--- config.mk ---
export PLATFORM = sky130hd
export DESIGN_NAME = multi_rate_tick_flags_flat
export DESIGN_NICKNAME = d
export VERILOG_FILES = /design/src/rtl/core/mrtf_pkg.sv /design/src/rtl/core/mrtf_in_if.sv /design/src/rtl/core/mrtf_out_if.sv /design/src/rtl/core/multi_rate_tick_flags.sv /design/src/flat_wrapper.sv
export SDC_FILE = /design/constraint.sdc
export NUM_CORES = 1
export LEC_CHECK = 0
export ABC_AREA = 0
export BUFFER_PORTS_ARGS = -buffer_cell sky130_fd_sc_hd__buf_4
export CAP_MARGIN = 20
export CORE_MARGIN = 3
export CORE_UTILIZATION = 55
export DETAILED_ROUTE_END_ITERATION = 10
export PLACE_DENSITY = 0.8
export SLEW_MARGIN = 20
export SYNTH_ARGS = -nofsm -noshare
export SYNTH_HDL_FRONTEND = slang
export SYNTH_SLANG_ARGS = --single-unit
--- constraint.sdc ---
create_clock -name clk -period 2.8 [get_ports clk]
set_clock_uncertainty 0.05 [all_clocks]
set_input_delay 0.56 -clock clk [delete_from_list [all_inputs] [get_ports clk]]
set_output_delay 0.56 -clock clk [all_outputs]
set_load 0.02 [all_outputs]
--- src/rtl/core/mrtf_pkg.sv ---
// ----------------------------------------------------------------------------
// mrtf_pkg
// Shared types and constants for the multi-rate tick flag generator.
// ----------------------------------------------------------------------------
package mrtf_pkg;

	localparam int MAX_RATES     = 8;
	localparam int NUM_RATES_DEF = 8;
	localparam int OP_W          = 2;
	localparam int SEL_W         = 3;
	localparam int FLAG_W        = 8;
	localparam int COUNT_W       = 32;
	localparam int REM_W         = 10;
	localparam int DIV_W         = REM_W + 1;

	typedef enum logic [OP_W-1:0] {
		OP_TICK  = 2'd0,
		OP_SET   = 2'd1,
		OP_CLEAR = 2'd2
	} op_t;

	typedef logic [DIV_W-1:0] div_t;

	// divisor of each rate flag
	localparam div_t RATE_DIV [MAX_RATES] = '{
		11'd1, 11'd10, 11'd20, 11'd50, 11'd100, 11'd200, 11'd500, 11'd1000
	};

endpackage

--- src/rtl/core/mrtf_in_if.sv ---
// ----------------------------------------------------------------------------
// mrtf_in_if
// Request channel: valid/ready handshake with op and rate selector.
// ----------------------------------------------------------------------------
interface mrtf_in_if
	import mrtf_pkg::*;
();
	logic             valid;
	logic             ready;
	logic [OP_W-1:0]  op;
	logic [SEL_W-1:0] rate_select;

	modport source (output valid, output op, output rate_select, input ready);
	modport sink (input valid, input op, input rate_select, output ready);
endinterface

--- src/rtl/core/mrtf_out_if.sv ---
// ----------------------------------------------------------------------------
// mrtf_out_if
// Result channel: valid/ready handshake with flag vector and tick count.
// ----------------------------------------------------------------------------
interface mrtf_out_if
	import mrtf_pkg::*;
();
	logic               valid;
	logic               ready;
	logic [FLAG_W-1:0]  rate_flags;
	logic [COUNT_W-1:0] tick_count;

	modport source (output valid, output rate_flags, output tick_count, input ready);
	modport sink (input valid, input rate_flags, input tick_count, output ready);
endinterface

--- src/rtl/core/multi_rate_tick_flags.sv ---
// ----------------------------------------------------------------------------
// multi_rate_tick_flags
// Wrapping tick counter with sticky flags for eight fixed tick rates.
// ----------------------------------------------------------------------------
// Usage:
//   req carries one request per handshake: op (tick, set flag, clear flag)
//   and rate_select. rsp returns exactly one result per request, in order:
//   the flag vector and the tick count after the request took effect.
//   A request is captured in the input register at its handshake; the state
//   and the result register are updated from it together once the result
//   register is empty or being taken, and the result is then shown on rsp.
//   Throughput is one request per cycle: the input register and the result
//   register form a two-stage pipe, and req.ready stays high while the result
//   register is empty or being taken.
//   When rsp.ready is low the result holds, the input register keeps one
//   more request, and req.ready drops until the result is taken.
//   Reset clears the count, the flags and the per-rate remainders; both
//   stages come up empty.
//   Flag i is set on a tick whose new count is a multiple of divisor i
//   (1, 10, 20, 50, 100, 200, 500, 1000); the wrap to zero sets all of them.
// ----------------------------------------------------------------------------
module multi_rate_tick_flags
	import mrtf_pkg::*;
#(
	parameter int NUM_RATES = NUM_RATES_DEF
) (
	input  logic      clk,
	input  logic      arst_n,
	mrtf_in_if.sink   req,
	mrtf_out_if.source rsp
);

	localparam logic [SEL_W:0] NUM_RATES_V = (SEL_W+1)'(NUM_RATES);

	// input stage
	logic             valid_s1;
	op_t              op_s1;
	logic [SEL_W-1:0] sel_s1;

	// state and result
	logic [COUNT_W-1:0] cnt_q;
	logic [FLAG_W-1:0]  flags_q;
	logic [REM_W-1:0]   rem_q [NUM_RATES];
	logic               rsp_valid_q;
	logic [COUNT_W-1:0] rsp_cnt_q;
	logic [FLAG_W-1:0]  rsp_flags_q;

	logic               advance;
	logic               load;
	logic               is_tick;
	logic               wrap;
	logic               sel_ok;
	logic [COUNT_W-1:0] cnt_next;
	logic [FLAG_W-1:0]  flags_next;
	logic [FLAG_W-1:0]  hit;
	logic [REM_W-1:0]   rem_next [NUM_RATES];

	assign advance   = !rsp_valid_q || rsp.ready;
	assign req.ready = !valid_s1 || advance;
	assign load      = valid_s1 && advance;

	always_ff @(posedge clk or negedge arst_n) begin
		if (!arst_n) begin
			valid_s1 <= 1'b0;
		end else if (req.ready) begin
			valid_s1 <= req.valid;
		end
	end

	always_ff @(posedge clk) begin
		if (req.valid && req.ready) begin
			op_s1  <= op_t'(req.op);
			sel_s1 <= req.rate_select;
		end
	end

	assign is_tick = (op_s1 == OP_TICK);
	assign wrap    = (cnt_q == {COUNT_W{1'b1}});
	assign sel_ok  = ({1'b0, sel_s1} < NUM_RATES_V);

	// next remainder per rate: restart at the divisor or on count wrap
	for (genvar i = 0; i < FLAG_W; i++) begin : g_rate
		if (i < NUM_RATES) begin : g_act
			logic [DIV_W-1:0] inc;
			assign inc         = {1'b0, rem_q[i]} + DIV_W'(1);
			assign rem_next[i] = (inc >= RATE_DIV[i] || wrap) ? '0 : inc[REM_W-1:0];
			assign hit[i]      = (rem_next[i] == '0);

			always_ff @(posedge clk or negedge arst_n) begin
				if (!arst_n) begin
					rem_q[i] <= '0;
				end else if (load && is_tick) begin
					rem_q[i] <= rem_next[i];
				end
			end
		end else begin : g_off
			assign hit[i] = 1'b0;
		end
	end

	always_comb begin
		cnt_next   = cnt_q;
		flags_next = flags_q;
		case (op_s1)
			OP_TICK: begin
				cnt_next   = cnt_q + COUNT_W'(1);
				flags_next = flags_q | hit;
			end
			OP_SET: begin
				if (sel_ok) flags_next = flags_q | (FLAG_W'(1) << sel_s1);
			end
			OP_CLEAR: begin
				if (sel_ok) flags_next = flags_q & ~(FLAG_W'(1) << sel_s1);
			end
			default: begin
				cnt_next   = cnt_q;
				flags_next = flags_q;
			end
		endcase
	end

	always_ff @(posedge clk or negedge arst_n) begin
		if (!arst_n) begin
			cnt_q       <= '0;
			flags_q     <= '0;
			rsp_valid_q <= 1'b0;
		end else begin
			if (load) begin
				cnt_q   <= cnt_next;
				flags_q <= flags_next;
			end
			if (advance) begin
				rsp_valid_q <= valid_s1;
			end
		end
	end

	always_ff @(posedge clk) begin
		if (load) begin
			rsp_cnt_q   <= cnt_next;
			rsp_flags_q <= flags_next;
		end
	end

	assign rsp.valid      = rsp_valid_q;
	assign rsp.tick_count = rsp_cnt_q;
	assign rsp.rate_flags = rsp_flags_q;

`ifndef SYNTHESIS
	a_tick_count_step: assert property (@(posedge clk) disable iff (!arst_n)
		load && is_tick |=> cnt_q == $past(cnt_q) + COUNT_W'(1))
		else $error("tick did not advance the count by one");

	a_non_tick_count_hold: assert property (@(posedge clk) disable iff (!arst_n)
		load && !is_tick |=> $stable(cnt_q))
		else $error("count changed on a non-tick request");

	a_result_matches_state: assert property (@(posedge clk) disable iff (!arst_n)
		load |=> rsp_valid_q && rsp_cnt_q == cnt_q && rsp_flags_q == flags_q)
		else $error("result register out of step with state");

	a_unused_flags_zero: assert property (@(posedge clk) disable iff (!arst_n)
		(flags_q >> NUM_RATES) == '0)
		else $error("flag set above the active rates");

	a_unit_rate_remainder: assert property (@(posedge clk) disable iff (!arst_n)
		rem_q[0] == '0)
		else $error("divide-by-one remainder not zero");
`endif

endmodule

--- src/flat_wrapper.sv ---
// flat-port wrapper written by rule: the top's interface ports become plain ports
module multi_rate_tick_flags_flat import mrtf_pkg::*;
#(
	parameter int NUM_RATES = NUM_RATES_DEF
)
  (clk, arst_n, req_valid, req_op, req_rate_select, req_ready, rsp_valid, rsp_rate_flags, rsp_tick_count, rsp_ready);
  mrtf_in_if req_i ();
  mrtf_out_if rsp_i ();
  input  logic clk;
  input  logic arst_n;
  input wire logic [$bits(req_i.valid)-1:0] req_valid;
  input wire logic [$bits(req_i.op)-1:0] req_op;
  input wire logic [$bits(req_i.rate_select)-1:0] req_rate_select;
  output wire logic [$bits(req_i.ready)-1:0] req_ready;
  output wire logic [$bits(rsp_i.valid)-1:0] rsp_valid;
  output wire logic [$bits(rsp_i.rate_flags)-1:0] rsp_rate_flags;
  output wire logic [$bits(rsp_i.tick_count)-1:0] rsp_tick_count;
  input wire logic [$bits(rsp_i.ready)-1:0] rsp_ready;
  assign req_i.valid = req_valid;
  assign req_i.op = req_op;
  assign req_i.rate_select = req_rate_select;
  assign req_ready = req_i.ready;
  assign rsp_valid = rsp_i.valid;
  assign rsp_rate_flags = rsp_i.rate_flags;
  assign rsp_tick_count = rsp_i.tick_count;
  assign rsp_i.ready = rsp_ready;
  multi_rate_tick_flags #(.NUM_RATES(NUM_RATES)) u_core (.clk(clk), .arst_n(arst_n), .req(req_i), .rsp(rsp_i));
endmodule
==> flow_metrics.py <==
metrics = {
    "global_routing": {
        "grt.total_usage_pct": 22.5,
        "overflow": 0,
        "grt_pass1_vias": 6029,
        "grt_pass1_wl_um": 29900,
        "grt_max_degree": 63,
        "antenna_found_initial": 0,
    },
    "synth": {
        "synth_edf_count": 45,
        "synth_top_area_share_pct": 33.9,
        "synth_area_leaders": "dfrtp_1 34%, edfxtp_1 16%, nand2_1 4.5%",
        "synthesis.instances": 831,
        "ys_seq_elements": 157,
        "yosysUniqueCellTypes": 76,
        "yosysTopAreaCell": "dfrtp_1",
        "netlist_area_mm2": 0.00826,
        "synth_nets": 850,
        "synth.avg_cell_area_um2": 9.94,
        "synth_most_common_cell": "dfrtp_1",
        "ys_async_sr_fraction_pct": 71.3,
        "synth_flop_cell": "dfrtp_1",
        "synth_common_cells": "112 x dfrtp_1, 98 x nand2_1, 66 x nor2_1, 45 x edfxtp_1, 40 x o21ai_0",
        "yosysWarnings": 0,
        "yosysSeqAreaShare_pct": 50.3,
    },
    "hold_path": {
        "min_path_cells": 1,
        "hold_class": "input port to flop",
        "hold_end": "u_core.sel_s1[0]",
        "hold_path_startpoint": "req_rate_select[0]",
    },
    "critical_path": {
        "path_cells": "nand4_1, or4_4, or4_4, o311ai_4, nor2_1, mux2_2",
        "r2r_start": "u_core.cnt_q[13]",
        "cp-start-kind": "flop",
        "slowest_stage": "or4_4",
        "timing.rr.end": "u_core.rem_q[10]",
        "worstPathRequired_ns": 3.06,
        "worst_setup_path_end_kind": "flop",
        "r2r_setup_slack_ns": 0.09,
        "slowest_delay_ns": 0.68,
        "crit_path_frequent_cell": "or4_4",
        "critical_path_class": "flop to flop",
        "worst_r2r_path_depth": 6,
        "crit_start": "u_core.cnt_q[13]",
        "cp_data_arrival_time_ns": 2.97,
        "crit_fanout": 11,
    },
    "sta": {
        "rsz0062_at_grt": "no",
        "period_share_pct": 96.8,
        "hold_viol": 0,
        "fin_setup_tns_ns": 0,
        "tightest_slew_ns": 0.521,
        "layout_min_cycle_time_ns": 2.71,
        "relSlewSlack_pct": 65.3,
        "slew_viol_final": 0,
        "max_freq_ghz": 0.369,
        "finalSetupViolCount": 0,
    },
    "placement": {
        "hpwl_um": 11800,
        "place_inst": 1044,
        "gp_congestion": 0.855,
        "io_buffer_count": 50,
    },
    "clock_network": {
        "postCtsSetupRepairBufs": 0,
        "clockBufferDepth": 2,
        "h-tree-depth": 4,
        "numCtsBuffers": 17,
        "cts_tree": "done",
        "cts_root_buf": "clkbuf_16",
        "clock-sinks": 157,
        "clkTransAtPathRegs_ns": 0.06,
        "clock_latency_ns": 0.43,
    },
    "detailed_routing": {
        "dr_wl_met3_um": 876,
        "wl_per_cell_um": 16.8,
        "top_layer": "met4",
        "drtPass1Iterations": 5,
        "drt-initial-drc-count": 507,
        "vias_per_cell": 6.01,
        "drc_errors": 0,
        "wirelength_met1_um": 8390,
        "wl_met2_um": 8580,
        "via_count": 6475,
        "detail-route-antenna-nets": 0,
        "drt-total-wl_um": 18100,
    },
    "cells_and_area": {
        "n_antenna_cell": 0,
        "fillCellCount": 1113,
        "drive_above_1_share_pct": 14.8,
        "area_growth_pct": 15.8,
        "nets": 899,
        "finalNonFillerCells": 1077,
    },
    "floorplan": {
        "ios": 51,
        "core_area_mm2": 0.0146,
        "die_w_um": 129,
        "start_util_pct": 56.4,
        "fp-row-count": 44,
        "die_h_um": 129,
        "dieArea_mm2": 0.0165,
    },
    "pwr": {
        "intPower_mw": 4.82,
        "ir_drop_uv": 632,
        "leakage_nw": 4.30,
        "p_comb_share_pct": 20.3,
        "p_clk_share_pct": 35.8,
        "pwr-share-seq_pct": 44.0,
        "powerDensity_mw_per_mm2": 727,
        "total_power_mw": 6.96,
        "netSwitchingPower_mw": 2.14,
        "switching_share_pct": 30.8,
    },
    "status": {
        "status": "finished clean",
    },
    "run": {
        "max-cap-violations": 0,
    },
}
==> state kept, by name, summed over array words and instances (netlist names) <==
signal and flops:
u_core.cnt_q 32, u_core.rsp.rate_flags 8, u_core.rsp.valid 1, u_core.rsp.tick_count 32, u_core.valid_s1 1, u_core.op_s1 2
u_core.rem_q 70, u_core.sel_s1 3, u_core.flags_q 8
==> how the worst max path moves through the flow <==
stage | endpoint | slack (ns) | cells past startpoint
global placement | u_core.rem_q[20] | 0.15 | 6
CTS | u_core.rsp.rate_flags[7] | 0.02 | 7
detailed placement | u_core.rsp.rate_flags[7] | 0.06 | 7
global route | u_core.rem_q[20] | 0.02 | 6
floorplan | u_core.flags_q[3] | 0.11 | 5
finish | u_core.rem_q[10] | 0.09 | 6
==> power groups by stage <==
stage               Sequential [mW]  Clock [mW]  Combinational [mW]
floorplan                      3.04           0               0.975
global placement               3.07           0                1.34
detailed placement             3.09           0                1.38
CTS                            3.05        2.51                1.40
global route                   3.12        2.62                1.57
finish                         3.06        2.49                1.41
==> layout by cell type, fill, tap and decap left out, types with 5 or more instances in the layout <==
cell,count
dfrtp_1,112
and3_1,16
nor2b_1,9
xor2_1,36
o21ai_0,40
clkbuf_16,17
a21oi_1,22
a22o_1,15
nor2_1,66
nand2b_1,7
o31ai_1,17
nand4_1,16
or3_1,9
buf_4,71
and4_1,7
nor3_1,32
inv_1,11
mux2_2,8
nor4_1,7
nand3b_1,6
nand3_1,33
xnor2_1,36
edfxtp_1,45
ha_1,10
nor3b_1,6
nand2_1,96
a21o_1,9
a31oi_1,9
or4_1,5
and2_1,29
==> metrics by stage <==
step	cell area [um^2]	hold slack (ns)	setup slack, ns	util [%]
global route	9570	0.245	0.0197	65.3
global placement	8920	0.413	0.151	60.9
finish	9570	0.267	0.0906	65.3
CTS	9560	0.254	0.0210	65.3
detailed placement	8920	0.418	0.0603	60.9
floorplan	8270	0.214	0.109	-
==> metal layers <==
layer,global-route usage (%),vias up
met5,0,-
met1,32.1,3155
met4,6.24,0
met2,35.2,187
li1,-,3109
met3,4.90,24
==> timing repair <==
| action | 4_1_cts | 5_1_grt |
|---|---|---|
| resized for setup | 0 | 3 |
| hold endpoints to repair | 1 | 0 |
| hold buffers | 1 | 0 |
| endpoints found under the setup margin | 0 | 21 |
==> final cells by class <==
type / instances / area [um^2] / share of cell area, %
Multi-Input combinational cell: 616 / 3880 / 40.6
Tap cell: 184 / 230 / 2.41
Timing Repair Buffer: 76 / 623 / 6.51
Inverter: 12 / 45.0 / 0.471
Clock inverter: 15 / 210 / 2.20
Clock buffer: 17 / 425 / 4.45
Sequential cell: 157 / 4150 / 43.4
==> worst max-delay path: cells and delay by family (launching register included) <==
| family | cells | cell delay, ns |
|---|---|---|
| simple gates | 4 | 1.62 |
| flops | 1 | 0.45 |
| mux | 1 | 0.29 |
| compound gates | 1 | 0.18 |
==> logic make-up (layout without fill, tap and decap cells) <==
kind of cell	Yosys count	after routing	synth area share (%)
and+or+nand+nor	363	363	22.4
buffers and inverters	58	120	2.94
muxes	12	12	1.57
DFF	157	157	50.3
AOI/OAI and AO/OA	159	159	13.6
xor gates and xnor gates	72	72	7.63
adders and majority gates	10	10	1.51
(Power assumes the default switching activity.)
